[config.mk]
export PLATFORM = sky130hd
export DESIGN_NAME = obstacle_avoid_roll_pi
export DESIGN_NICKNAME = d
export VERILOG_FILES = /design/src/oarp_pkg.sv /design/src/obstacle_avoid_roll_pi.sv /design/src/oarp_fade.sv
export SDC_FILE = /design/constraint.sdc
export NUM_CORES = 2
export LEC_CHECK = 0
export BUFFER_PORTS_ARGS = -buffer_cell sky130_fd_sc_hd__buf_2
export CAP_MARGIN = 10
export CORE_ASPECT_RATIO = 1.2
export CORE_MARGIN = 10
export CORE_UTILIZATION = 31
export CTS_CLUSTER_DIAMETER = 30
export DETAILED_ROUTE_END_ITERATION = 8
export GPL_TIMING_DRIVEN = 0
export MAX_ROUTING_LAYER = met4
export PLACE_DENSITY = 0.45
export SYNTH_ARGS = -nofsm -noshare
export SYNTH_HDL_FRONTEND = slang
export SYNTH_SLANG_ARGS = --single-unit
[constraint.sdc]
create_clock -name clk -period 8.8 [get_ports clk]
set_input_delay 1.76 -clock clk [delete_from_list [all_inputs] [get_ports clk]]
set_output_delay 1.76 -clock clk [all_outputs]
set_load 0.05 [all_outputs]
[src/oarp_pkg.sv]
// Shared types and constants for the roll-axis obstacle avoidance controller.
package oarp_pkg;

    localparam int DIST_W      = 10;
    localparam int FADE_BITS   = 12;
    localparam int TRIG_BITS   = 14;
    localparam int ROLL_LIMIT  = 4500;
    localparam int DIV5_RECIP  = 52429;
    localparam int DIV5_SHIFT  = 18;

    localparam logic [FADE_BITS:0] FADE_ONE = {1'b1, {FADE_BITS{1'b0}}};

    localparam logic [2:0] REG_KP_GAIN        = 3'd0;
    localparam logic [2:0] REG_KI_GAIN        = 3'd1;
    localparam logic [2:0] REG_DISTANCE_LIMIT = 3'd2;
    localparam logic [2:0] REG_APPROACH_SCALE = 3'd3;
    localparam logic [2:0] REG_INNER_FENCE    = 3'd4;
    localparam logic [2:0] REG_OUTER_FENCE    = 3'd5;

    typedef struct packed {
        logic              start;
        logic [DIST_W-1:0] obs_dist;
        logic [DIST_W-1:0] inner;
        logic [DIST_W-1:0] outer;
    } fade_req_t;

    typedef struct packed {
        logic               done;
        logic [FADE_BITS:0] fade;
    } fade_sts_t;

endpackage

[src/obstacle_avoid_roll_pi.sv]
// Top level of the roll-axis obstacle avoidance PI controller.
// Each control tick is one input word and gives one output word. The block takes a new word
// only when idle, so ticks are handled one at a time: a tick taken while not flying goes
// straight to the result, a flying tick where the loop stays idle ends after the divide by
// five, and a tick where the PI loop runs waits at the pilot fade product, when the distance
// lies between the fences, until the twelve-step fade divider is done. All products are formed
// one at a time on one 18 by 18 multiplier. The next word is accepted in the cycle after a
// result is handed to the output register, even while that result still waits to be taken;
// a finished result that finds the output register still full holds the block until that word is taken.
module obstacle_avoid_roll_pi
#(
    parameter int FRACTION_BITS = 12
)
(
    input  logic               clk,
    input  logic               rst_n,
    input  logic               cfg_we,
    input  logic [2:0]         cfg_index,
    input  logic [15:0]        cfg_data,
    input  logic               in_valid,
    output logic               in_ready,
    input  logic signed [12:0] velocity_north,
    input  logic signed [12:0] velocity_east,
    input  logic signed [15:0] cos_heading,
    input  logic signed [15:0] sin_heading,
    input  logic [9:0]         obstacle_distance,
    input  logic signed [13:0] pilot_roll,
    input  logic               flying,
    input  logic               restart,
    output logic               out_valid,
    input  logic               out_ready,
    output logic signed [13:0] roll_command,
    output logic               avoiding
);
    import oarp_pkg::*;

    localparam int PF_W  = 27 + FRACTION_BITS;
    localparam int SUM_W = ((PF_W > 48) ? PF_W : 48) + 1;
    localparam int SHIFT = FRACTION_BITS + FADE_BITS;

    localparam logic signed [SUM_W-1:0] SUM_HI   = SUM_W'(ROLL_LIMIT);
    localparam logic signed [SUM_W-1:0] SUM_LO   = -SUM_HI;
    localparam logic signed [13:0]      ROLL_HI  = 14'(ROLL_LIMIT);
    localparam logic signed [13:0]      ROLL_LO  = -ROLL_HI;
    localparam logic signed [35:0]      INT_MAX  = 36'sh07FFFFFFF;
    localparam logic signed [35:0]      INT_MIN  = -36'sh080000000;

    typedef enum logic [3:0] {
        S_IDLE, S_VE_C, S_VN_S, S_TGT, S_DIV5, S_ERR, S_KP, S_KI,
        S_INT, S_PI, S_PF, S_SUM, S_CLAMP, S_DONE
    } state_t;

    state_t state_reg;

    logic [15:0] kp_reg;
    logic [15:0] ki_reg;
    logic [9:0]  limit_reg;
    logic [5:0]  scale_reg;
    logic [9:0]  inner_reg;
    logic [9:0]  outer_reg;

    logic signed [12:0] vn_reg;
    logic signed [12:0] ve_reg;
    logic signed [15:0] cos_reg;
    logic signed [15:0] sin_reg;
    logic [9:0]         dist_reg;
    logic signed [13:0] pilot_reg;

    logic signed [35:0]      prod_reg;
    logic signed [28:0]      vec_reg;
    logic signed [15:0]      rv_reg;
    logic signed [16:0]      target_reg;
    logic                    near_limit_reg;
    logic signed [17:0]      err_reg;
    logic signed [34:0]      p_reg;
    logic signed [31:0]      integral_reg;
    logic signed [35:0]      pi_reg;
    logic signed [SUM_W-1:0] sum_reg;
    logic signed [13:0]      res_roll_reg;
    logic                    res_avoid_reg;
    logic                    out_valid_reg;
    logic signed [13:0]      roll_command_reg;
    logic                    avoiding_reg;

    logic signed [17:0]      mul_a;
    logic signed [17:0]      mul_b;
    logic signed [10:0]      dist_diff;
    logic signed [29:0]      vel_diff;
    logic signed [18:0]      rv_times5;
    logic signed [18:0]      target_ext;
    logic                    near_limit;
    logic                    too_fast;
    logic signed [16:0]      used;
    logic signed [17:0]      err_next;
    logic signed [35:0]      int_sum;
    logic signed [31:0]      int_sat;
    logic signed [35:0]      pi_next;
    logic signed [SUM_W-1:0] sum_next;
    logic signed [SUM_W-1:0] sum_shifted;
    logic signed [13:0]      sum_clamped;
    logic signed [13:0]      pilot_clamped;
    fade_req_t               fade_req;
    fade_sts_t               fade_sts;

    oarp_fade u_fade
    (
        .clk   (clk),
        .rst_n (rst_n),
        .req   (fade_req),
        .sts   (fade_sts)
    );

    assign fade_req.start    = in_valid && in_ready && flying;
    assign fade_req.obs_dist = obstacle_distance;
    assign fade_req.inner    = inner_reg;
    assign fade_req.outer    = outer_reg;

    always_ff @(posedge clk or negedge rst_n)
    begin
        if (!rst_n)
        begin
            kp_reg    <= 16'd24576;
            ki_reg    <= 16'd82;
            limit_reg <= 10'd100;
            scale_reg <= 6'd10;
            inner_reg <= 10'd110;
            outer_reg <= 10'd130;
        end
        else if (cfg_we)
        begin
            case (cfg_index)
                REG_KP_GAIN:        kp_reg    <= cfg_data;
                REG_KI_GAIN:        ki_reg    <= cfg_data;
                REG_DISTANCE_LIMIT: limit_reg <= cfg_data[9:0];
                REG_APPROACH_SCALE: scale_reg <= cfg_data[5:0];
                REG_INNER_FENCE:    inner_reg <= cfg_data[9:0];
                REG_OUTER_FENCE:    outer_reg <= cfg_data[9:0];
                default:            ;
            endcase
        end
    end

    assign dist_diff = $signed({1'b0, dist_reg}) - $signed({1'b0, limit_reg});

    always_comb
    begin
        case (state_reg)
            S_VE_C:
            begin
                mul_a = 18'(ve_reg);
                mul_b = 18'(cos_reg);
            end
            S_VN_S:
            begin
                mul_a = 18'(vn_reg);
                mul_b = 18'(sin_reg);
            end
            S_TGT:
            begin
                mul_a = $signed({12'd0, scale_reg});
                mul_b = 18'(dist_diff);
            end
            S_DIV5:
            begin
                mul_a = $signed({1'b0, prod_reg[16:0]});
                mul_b = 18'(DIV5_RECIP);
            end
            S_KP:
            begin
                mul_a = $signed({2'b0, kp_reg});
                mul_b = err_reg;
            end
            S_KI:
            begin
                mul_a = $signed({2'b0, ki_reg});
                mul_b = err_reg;
            end
            S_PF:
            begin
                mul_a = 18'(pilot_reg);
                mul_b = $signed({5'd0, fade_sts.fade});
            end
            default:
            begin
                mul_a = '0;
                mul_b = '0;
            end
        endcase
    end

    assign vel_diff    = 30'(vec_reg) - 30'($signed(prod_reg[28:0]));
    assign rv_times5   = (19'(rv_reg) <<< 2) + 19'(rv_reg);
    assign target_ext  = 19'($signed(prod_reg[16:0]));
    assign near_limit  = dist_reg < limit_reg;
    assign too_fast    = rv_times5 > target_ext;
    assign used        = near_limit_reg ? target_reg
                                        : $signed({1'b0, prod_reg[DIV5_SHIFT+15:DIV5_SHIFT]});
    assign err_next    = 18'(used) - 18'(rv_reg);
    assign int_sum     = 36'(integral_reg) + prod_reg;
    assign int_sat     = (int_sum > INT_MAX) ? INT_MAX[31:0] :
                         (int_sum < INT_MIN) ? INT_MIN[31:0] : int_sum[31:0];
    assign pi_next     = 36'(p_reg) + 36'(integral_reg);
    assign sum_next    = (SUM_W'($signed(prod_reg[26:0])) <<< FRACTION_BITS)
                       + (SUM_W'(pi_reg) <<< FADE_BITS);
    assign sum_shifted = sum_reg >>> SHIFT;
    assign sum_clamped = (sum_shifted > SUM_HI) ? ROLL_HI :
                         (sum_shifted < SUM_LO) ? ROLL_LO : sum_shifted[13:0];
    assign pilot_clamped = (pilot_reg > ROLL_HI) ? ROLL_HI :
                           (pilot_reg < ROLL_LO) ? ROLL_LO : pilot_reg;

    always_ff @(posedge clk or negedge rst_n)
    begin
        if (!rst_n)
        begin
            state_reg     <= S_IDLE;
            out_valid_reg <= 1'b0;
            integral_reg  <= '0;
        end
        else
        begin
            prod_reg <= mul_a * mul_b;
            if (out_valid_reg && out_ready && (state_reg != S_DONE))
            begin
                out_valid_reg <= 1'b0;
            end
            case (state_reg)
                S_IDLE:
                begin
                    if (in_valid)
                    begin
                        vn_reg    <= velocity_north;
                        ve_reg    <= velocity_east;
                        cos_reg   <= cos_heading;
                        sin_reg   <= sin_heading;
                        dist_reg  <= obstacle_distance;
                        pilot_reg <= pilot_roll;
                        if (restart)
                        begin
                            integral_reg <= '0;
                        end
                        if (flying)
                        begin
                            state_reg <= S_VE_C;
                        end
                        else
                        begin
                            res_roll_reg  <= pilot_roll;
                            res_avoid_reg <= 1'b0;
                            state_reg     <= S_DONE;
                        end
                    end
                end
                S_VE_C:
                begin
                    state_reg <= S_VN_S;
                end
                S_VN_S:
                begin
                    vec_reg   <= prod_reg[28:0];
                    state_reg <= S_TGT;
                end
                S_TGT:
                begin
                    rv_reg    <= vel_diff[29:TRIG_BITS];
                    state_reg <= S_DIV5;
                end
                S_DIV5:
                begin
                    target_reg     <= prod_reg[16:0];
                    near_limit_reg <= near_limit;
                    if (near_limit || too_fast)
                    begin
                        state_reg <= S_ERR;
                    end
                    else
                    begin
                        integral_reg  <= '0;
                        res_roll_reg  <= pilot_clamped;
                        res_avoid_reg <= 1'b0;
                        state_reg     <= S_DONE;
                    end
                end
                S_ERR:
                begin
                    err_reg   <= err_next;
                    state_reg <= S_KP;
                end
                S_KP:
                begin
                    state_reg <= S_KI;
                end
                S_KI:
                begin
                    p_reg     <= prod_reg[34:0];
                    state_reg <= S_INT;
                end
                S_INT:
                begin
                    integral_reg <= int_sat;
                    state_reg    <= S_PI;
                end
                S_PI:
                begin
                    pi_reg    <= pi_next;
                    state_reg <= S_PF;
                end
                S_PF:
                begin
                    if (fade_sts.done)
                    begin
                        state_reg <= S_SUM;
                    end
                end
                S_SUM:
                begin
                    sum_reg   <= sum_next;
                    state_reg <= S_CLAMP;
                end
                S_CLAMP:
                begin
                    res_roll_reg  <= sum_clamped;
                    res_avoid_reg <= 1'b1;
                    state_reg     <= S_DONE;
                end
                S_DONE:
                begin
                    if (!out_valid_reg || out_ready)
                    begin
                        roll_command_reg <= res_roll_reg;
                        avoiding_reg     <= res_avoid_reg;
                        out_valid_reg    <= 1'b1;
                        state_reg        <= S_IDLE;
                    end
                end
                default:
                begin
                    state_reg <= S_IDLE;
                end
            endcase
        end
    end

    assign in_ready     = (state_reg == S_IDLE);
    assign out_valid    = out_valid_reg;
    assign roll_command = roll_command_reg;
    assign avoiding     = avoiding_reg;

`ifndef SYNTHESIS
    a_restart_clears: assert property (@(posedge clk) disable iff (!rst_n)
        (in_valid && in_ready && restart) |=> (integral_reg == '0))
        else $error("Integrator not cleared after a restart word.");

    a_avoid_in_range: assert property (@(posedge clk) disable iff (!rst_n)
        (out_valid && avoiding) |-> (roll_command <= ROLL_HI && roll_command >= ROLL_LO))
        else $error("Avoidance roll command outside the roll limit.");

    a_fade_bounded: assert property (@(posedge clk) disable iff (!rst_n)
        fade_sts.done |-> (fade_sts.fade <= FADE_ONE))
        else $error("Fade factor above unity.");
`endif

endmodule

[src/oarp_fade.sv]
// Fade factor unit: a bit-serial restoring divider that forms the pilot roll fade.
module oarp_fade
(
    input  logic                clk,
    input  logic                rst_n,
    input  oarp_pkg::fade_req_t req,
    output oarp_pkg::fade_sts_t sts
);
    import oarp_pkg::*;

    localparam int CNT_W = $clog2(FADE_BITS + 1);

    logic                busy_reg;
    logic                done_reg;
    logic [CNT_W-1:0]    cnt_reg;
    logic [DIST_W-1:0]   rem_reg;
    logic [DIST_W-1:0]   den_reg;
    logic [FADE_BITS:0]  quot_reg;
    logic [DIST_W:0]     rem_dbl;
    logic                rem_ge;
    logic [DIST_W:0]     rem_sub;

    assign rem_dbl = {rem_reg, 1'b0};
    assign rem_ge  = rem_dbl >= {1'b0, den_reg};
    assign rem_sub = rem_ge ? (rem_dbl - {1'b0, den_reg}) : rem_dbl;

    always_ff @(posedge clk or negedge rst_n)
    begin
        if (!rst_n)
        begin
            busy_reg <= 1'b0;
            done_reg <= 1'b0;
            cnt_reg  <= '0;
        end
        else if (req.start)
        begin
            if (req.obs_dist >= req.outer)
            begin
                quot_reg <= FADE_ONE;
                busy_reg <= 1'b0;
                done_reg <= 1'b1;
            end
            else if (req.obs_dist < req.inner)
            begin
                quot_reg <= '0;
                busy_reg <= 1'b0;
                done_reg <= 1'b1;
            end
            else
            begin
                rem_reg  <= req.obs_dist - req.inner;
                den_reg  <= req.outer - req.inner;
                quot_reg <= '0;
                cnt_reg  <= CNT_W'(FADE_BITS);
                busy_reg <= 1'b1;
                done_reg <= 1'b0;
            end
        end
        else if (busy_reg)
        begin
            rem_reg  <= rem_sub[DIST_W-1:0];
            quot_reg <= {quot_reg[FADE_BITS-1:0], rem_ge};
            cnt_reg  <= cnt_reg - 1'b1;
            if (cnt_reg == CNT_W'(1))
            begin
                busy_reg <= 1'b0;
                done_reg <= 1'b1;
            end
        end
    end

    assign sts.done = done_reg;
    assign sts.fade = quot_reg;

endmodule
# After elaboration in Yosys (flattened, before gate mapping)
# Cells that the tools add are included.
dict set report totals {
  register_bits 493
  inputBits 108
  word_cells 176
}
dict set report op_classes {
  addsub 11
  multipliers 1
  order_cmp 11
  n_eq_ne 28
  n_mux 52
  n_bitwise 2
  n_reduce_logical 37
}
# cell count
set op_table {}
lappend op_table {{32-bit 2-to-1 mux} 5}
lappend op_table {{18-bit case mux with 7 select lines} 1}
lappend op_table {{18-bit case mux with 6 select lines} 1}
lappend op_table {{14-bit 2-to-1 mux} 7}
lappend op_table {{32-bit case mux with 3 select lines} 1}
lappend op_table {{4-bit case mux with 14 select lines} 1}
lappend op_table {{10-bit 2-to-1 mux} 5}
lappend op_table {{39-bit by 48-bit adder with 49-bit output} 1}
lappend op_table {{14-bit case mux with 3 select lines} 1}
lappend op_table {{13-bit 2-to-1 mux} 3}
lappend op_table {{32-bit by 36-bit adder with 36-bit output} 1}
lappend op_table {{35-bit by 32-bit adder with 36-bit output} 1}
lappend op_table {{36-bit by 32-bit greater-than comparator with 1-bit output, second input constant} 1}
lappend op_table {{36-bit by 32-bit less-than comparator with 1-bit output, second input constant} 1}
lappend op_table {{18-bit by 18-bit multiplier with 36-bit output} 1}
lappend op_table {{4-bit 2-to-1 mux} 9}
lappend op_table {{2-bit AND reduction} 15}
lappend op_table {{10-bit subtractor} 3}
lappend op_table {{29-bit by 29-bit subtractor with 30-bit output} 1}
lappend op_table {{25-bit by 14-bit greater-than comparator with 1-bit output, second input constant} 1}
lappend op_table {{25-bit by 14-bit less-than comparator with 1-bit output, second input constant} 1}
lappend op_table {{4-bit == test, second input constant} 6}
lappend op_table {{10-bit less-than comparator} 2}
lappend op_table {{18-bit by 16-bit adder with 19-bit output} 1}
lappend op_table {{other kinds (32)} 72}

# Logic depth before layout (Yosys ltp)
dict set report depth {
  depth_word 5
  mapped_depth 40
  mapped_depth_nobuf 38
}

# By module
# Synthesis repeated with hierarchy kept, for this count alone.
dict set report hier_totals {
  cells_unflattened 3710
  area_unflattened_um2 38597.0
}
# mod instances cells_each area_each_um2
set modules_own_cells {}
lappend modules_own_cells {obstacle_avoid_roll_pi 1 3386 35432.7}
lappend modules_own_cells {oarp_fade 1 324 3164.3}

# Worst setup path before layout
# No wires, ideal clock.
dict set report synth_timing {
  path_kind {register to register}
  from {reg dist_reg[0]}
  to {reg prod_reg[34] (data pin)}
  setup_time_ps 258
  t_arrival_ps 8600
  setup_slack_ps -58
  path_stages_with_launch 38
  n_path_buf 2
  period_less_slack_ps 8858
  path_cell_list {edfxtp_1 > inv_1 > ha_1 > inv_1 > fa_1 > a21o_1 > a21oi_1 > o21bai_1 > a21oi_1 > o21bai_1 > a21oi_1 > o21bai_1 > a211o_1 > and2_1 > clkbuf_1 > nand3_1 > clkbuf_1 > nand2_1 > (+2 left out) > fa_1 > fa_1 > fa_1 > fa_1 > inv_1 > fa_1 > inv_1 > ha_1 > a21o_1 > a21o_1 > a21o_1 > a221oi_1 > o21a_1 > o311ai_1 > a221oi_1 > o21ai_0 > a21oi_1 > xnor2_1}
}
dict set report synth_between {
  elab_chain_len 3
}
# element line_no
set synth_lines {}
lappend synth_lines {{from (decl)} obstacle_avoid_roll_pi.sv:66} ;# logic [9:0] dist_reg;
lappend synth_lines {{from (signal assigned)} obstacle_avoid_roll_pi.sv:235} ;# dist_reg <= obstacle_distance;
lappend synth_lines {{10-bit by 10-bit subtractor with 11-bit output} obstacle_avoid_roll_pi.sv:143} ;# assign dist_diff = $signed({1'b0, dist_reg}) - $signed({1'b0, limit_reg});
lappend synth_lines {{18-bit case mux with 6 select lines} obstacle_avoid_roll_pi.sv:147} ;# case (state_reg)
lappend synth_lines {{18-bit by 18-bit multiplier with 36-bit output} obstacle_avoid_roll_pi.sv:221} ;# prod_reg <= mul_a * mul_b;
lappend synth_lines {{to (signal assigned)} obstacle_avoid_roll_pi.sv:221}
lappend synth_lines {{to (decl)} obstacle_avoid_roll_pi.sv:69} ;# logic signed [35:0] prod_reg;
# No other way between the ends.
# A chain may end at the register's enable or synchronous reset.

# Worst setup path after layout
# Same ends and word-level chain as after synthesis.

==> results.py <==
metrics = {
    "yosys": {
        "synthCells": 3644,
        "synth.distinct_cells": 79,
        "synth_top_area_cell": "edfxtp_1",
        "synth_top_area_share": 0.282,
        "synth_area_leaders": "edfxtp_1 (28%), fa_1 (18%), ha_1 (11%)",
        "async_reset_ff_frac": 0.237,
        "avgSynthCellArea_um2": 10.5,
        "ys_seq_elements": 469,
        "synth_ff_type": "edfxtp_1",
        "netlist_area_mm2": 0.0381,
        "synth_nets": 4418,
        "synth_edf_count": 358,
        "yosysSeqAreaShare": 0.355,
        "ys_warn_count": 0,
    },
    "global_routing": {
        "antenna_found_initial": 2,
        "grt_overflow": 0,
        "met3_usage": 0.0213,
        "grt_pass1_wl_um": 185000,
        "grt_use_met1": 0.233,
        "grt_max_degree": 77,
        "grt_pass1_vias": 29200,
        "busiest_layer": "met2",
        "gr-usage-met2": 0.298,
        "grtUsageTotal": 0.183,
    },
    "timing": {
        "rsz0062_at_grt": "yes",
        "fin_crit_sh": 0.993,
        "slew_headroom": 0.281,
        "finalSetupViolCount": 0,
        "drv_slew": 0,
        "skew_ns": 0.0697,
        "worst_slack_ns": 0.0618,
        "tightest_slew_ns": 1.07,
        "hold_violations": 0,
        "fin_crit_ns": 8.74,
        "fmax_mhz": 114,
    },
    "route": {
        "vias": 27900,
        "drc": 0,
        "vias_per_cell": 4.94,
        "wire_per_inst_um": 21.6,
        "drt-initial-drc-count": 1723,
        "drt_wl_total_um": 122000,
        "drt_pass1_iterations": 6,
        "drt.antenna.violating_nets": 0,
    },
    "placement": {
        "numPortBuffers": 123,
        "gp_congestion": 0.940,
        "pre_cts_slack_ns": -2.28,
        "post-dp-hpwl_um": 99400,
        "placed_cells": 5419,
        "postPlaceCellArea_mm2": 0.0411,
    },
    "die": {
        "die_w_um": 340,
        "io_pins": 125,
        "fp.dieArea_mm2": 0.137,
        "die_h_um": 404,
        "core_area_mm2": 0.122,
        "start_util": 0.313,
        "std_cell_rows": 140,
    },
    "finish": {
        "nets": 4704,
        "fin_area_mm2": 0.0460,
        "multiInputGateArea_mm2": 0.0226,
        "drive_gt1_frac": 0.155,
        "fillers": 12200,
        "mostFrequentLayoutCell": "inv_1",
        "stdcell_count": 5662,
        "mostFrequentLayoutCells": "inv_1 (547), edfxtp_1 (358), fa_1 (325), ha_1 (319), nand2_1 (288)",
        "area.growth.synth_to_final_pct": 20.6,
        "regArea_mm2": 0.0135,
    },
    "clock_network": {
        "cts_inserted_buffers": 109,
        "clk_latency_ns": 0.69,
        "htree_levels": 3,
        "root_buffer": "clkbuf_16",
        "ctsHoldBuffers": 0,
        "cts_sinks": 469,
        "clk_pin_slew_ns": 0.05,
        "cts_tree": "done",
        "clockBufferDepth": 3,
    },
    "worst_setup_path": {
        "path_class": "reg -> reg",
        "crit_top_cell": "inv_2",
        "startpoint_type": "flip-flop",
        "critPathRequiredTime_ns": 9.21,
        "cp_max_fo": 6,
        "worst_path_max_delay_cell": "fa_2",
        "cp-end-kind": "flip-flop",
        "arrival_ns": 9.15,
        "critical_path.max_stage_delay_ns": 0.60,
    },
    "run": {
        "drv_cap": 0,
    },
    "status": {
        "outcome": "finished clean",
    },
    "worst_hold_path": {
        "hold_path.class": "reg -> reg",
    },
}
## cell type report
type / count / area share
Sequential cell: 469 / 0.295
Inverter: 554 / 0.0452
Buffer: 99 / 0.0124
Clock buffer: 124 / 0.0626
Tap cell: 1633 / 0.0444
Antenna cell: 2 / 0.000109
Timing Repair Buffer: 183 / 0.0262
Multi-Input combinational cell: 2514 / 0.492
Clock inverter: 84 / 0.0225
## Yosys cell counts (all sizes together), types with 58 or more instances
master and instances:
edfxtp 358, a21oi 151, xnor2 128, mux2 58, a21o 103, nor2 290
a22oi 61, ha 329, fa 337, nand2 291, nand3 58, dfrtp 94
inv 554, o21ai 139, clkbuf 96
## metrics by stage
stage | utilization | hold slack, ns | setup TNS (ns)
floorplan | - | 0.400 | 0
global placement | 0.335 | 0.402 | -131.69
detailed placement | 0.338 | 0.405 | -32.23
CTS | 0.376 | 0.413 | 0
global route | 0.378 | 0.419 | -1.49
finish | 0.378 | 0.415 | 0
## timing repair
item | 4_1_cts | 5_1_grt
setup endpoints to repair | 23 | 15
buffers inserted | 27 | 14
pin swaps | 30 | 54
gates resized for setup | 149 | 64
## worst max-delay path: cells and delay by family, from the launching register on
family                   cells  cell delay [ns]
flip-flops                   1             0.38
AO/OA/AOI/OAI               17             3.07
buffers and inverters        8             0.68
adder cells (fa/ha/maj)      9             3.87
XOR/XNOR                     1             0.12
AND/OR/NAND/NOR              3             0.35
## cell families after synthesis
logic type	synth area share
DFF	0.355
buffers and inverters	0.0658
and+or+nand+nor	0.107
xor gates and xnor gates	0.0418
AOI/OAI and AO/OA	0.126
muxes	0.0192
adders and majority gates	0.285
## per-layer routing
metal	vias to the layer above	part of all wire
met2	668	0.47
met3	187	0.043
met4	0	0.037
met5	-	0
met1	14000	0.45
li1	13100	-
## path summary, 6_finish.rpt
path,end,slack [ns],cells past startpoint,from
worst max-delay path,prod_reg[34]$_DFFE_PP_,0.06,38,dist_reg[0]$_DFFE_PP_
worst min-delay path,roll_command[5]$_DFFE_PP_,0.42,0,res_roll_reg[5]$_DFFE_PP_
worst max register to register,prod_reg[34]$_DFFE_PP_,0.06,38,dist_reg[0]$_DFFE_PP_
worst min register to register,roll_command[5]$_DFFE_PP_,0.42,0,res_roll_reg[5]$_DFFE_PP_
max in group asynchronous,integral_reg[28]$_DFFE_PN0P_,6.81,2,rst_n
min in group asynchronous,limit_reg[0]$_DFFE_PN0P_,1.07,1,rst_n
Power is left out: the tool's default activity adds up to more than one toggle a clock period on the data nets, which glitch-free logic cannot reach.
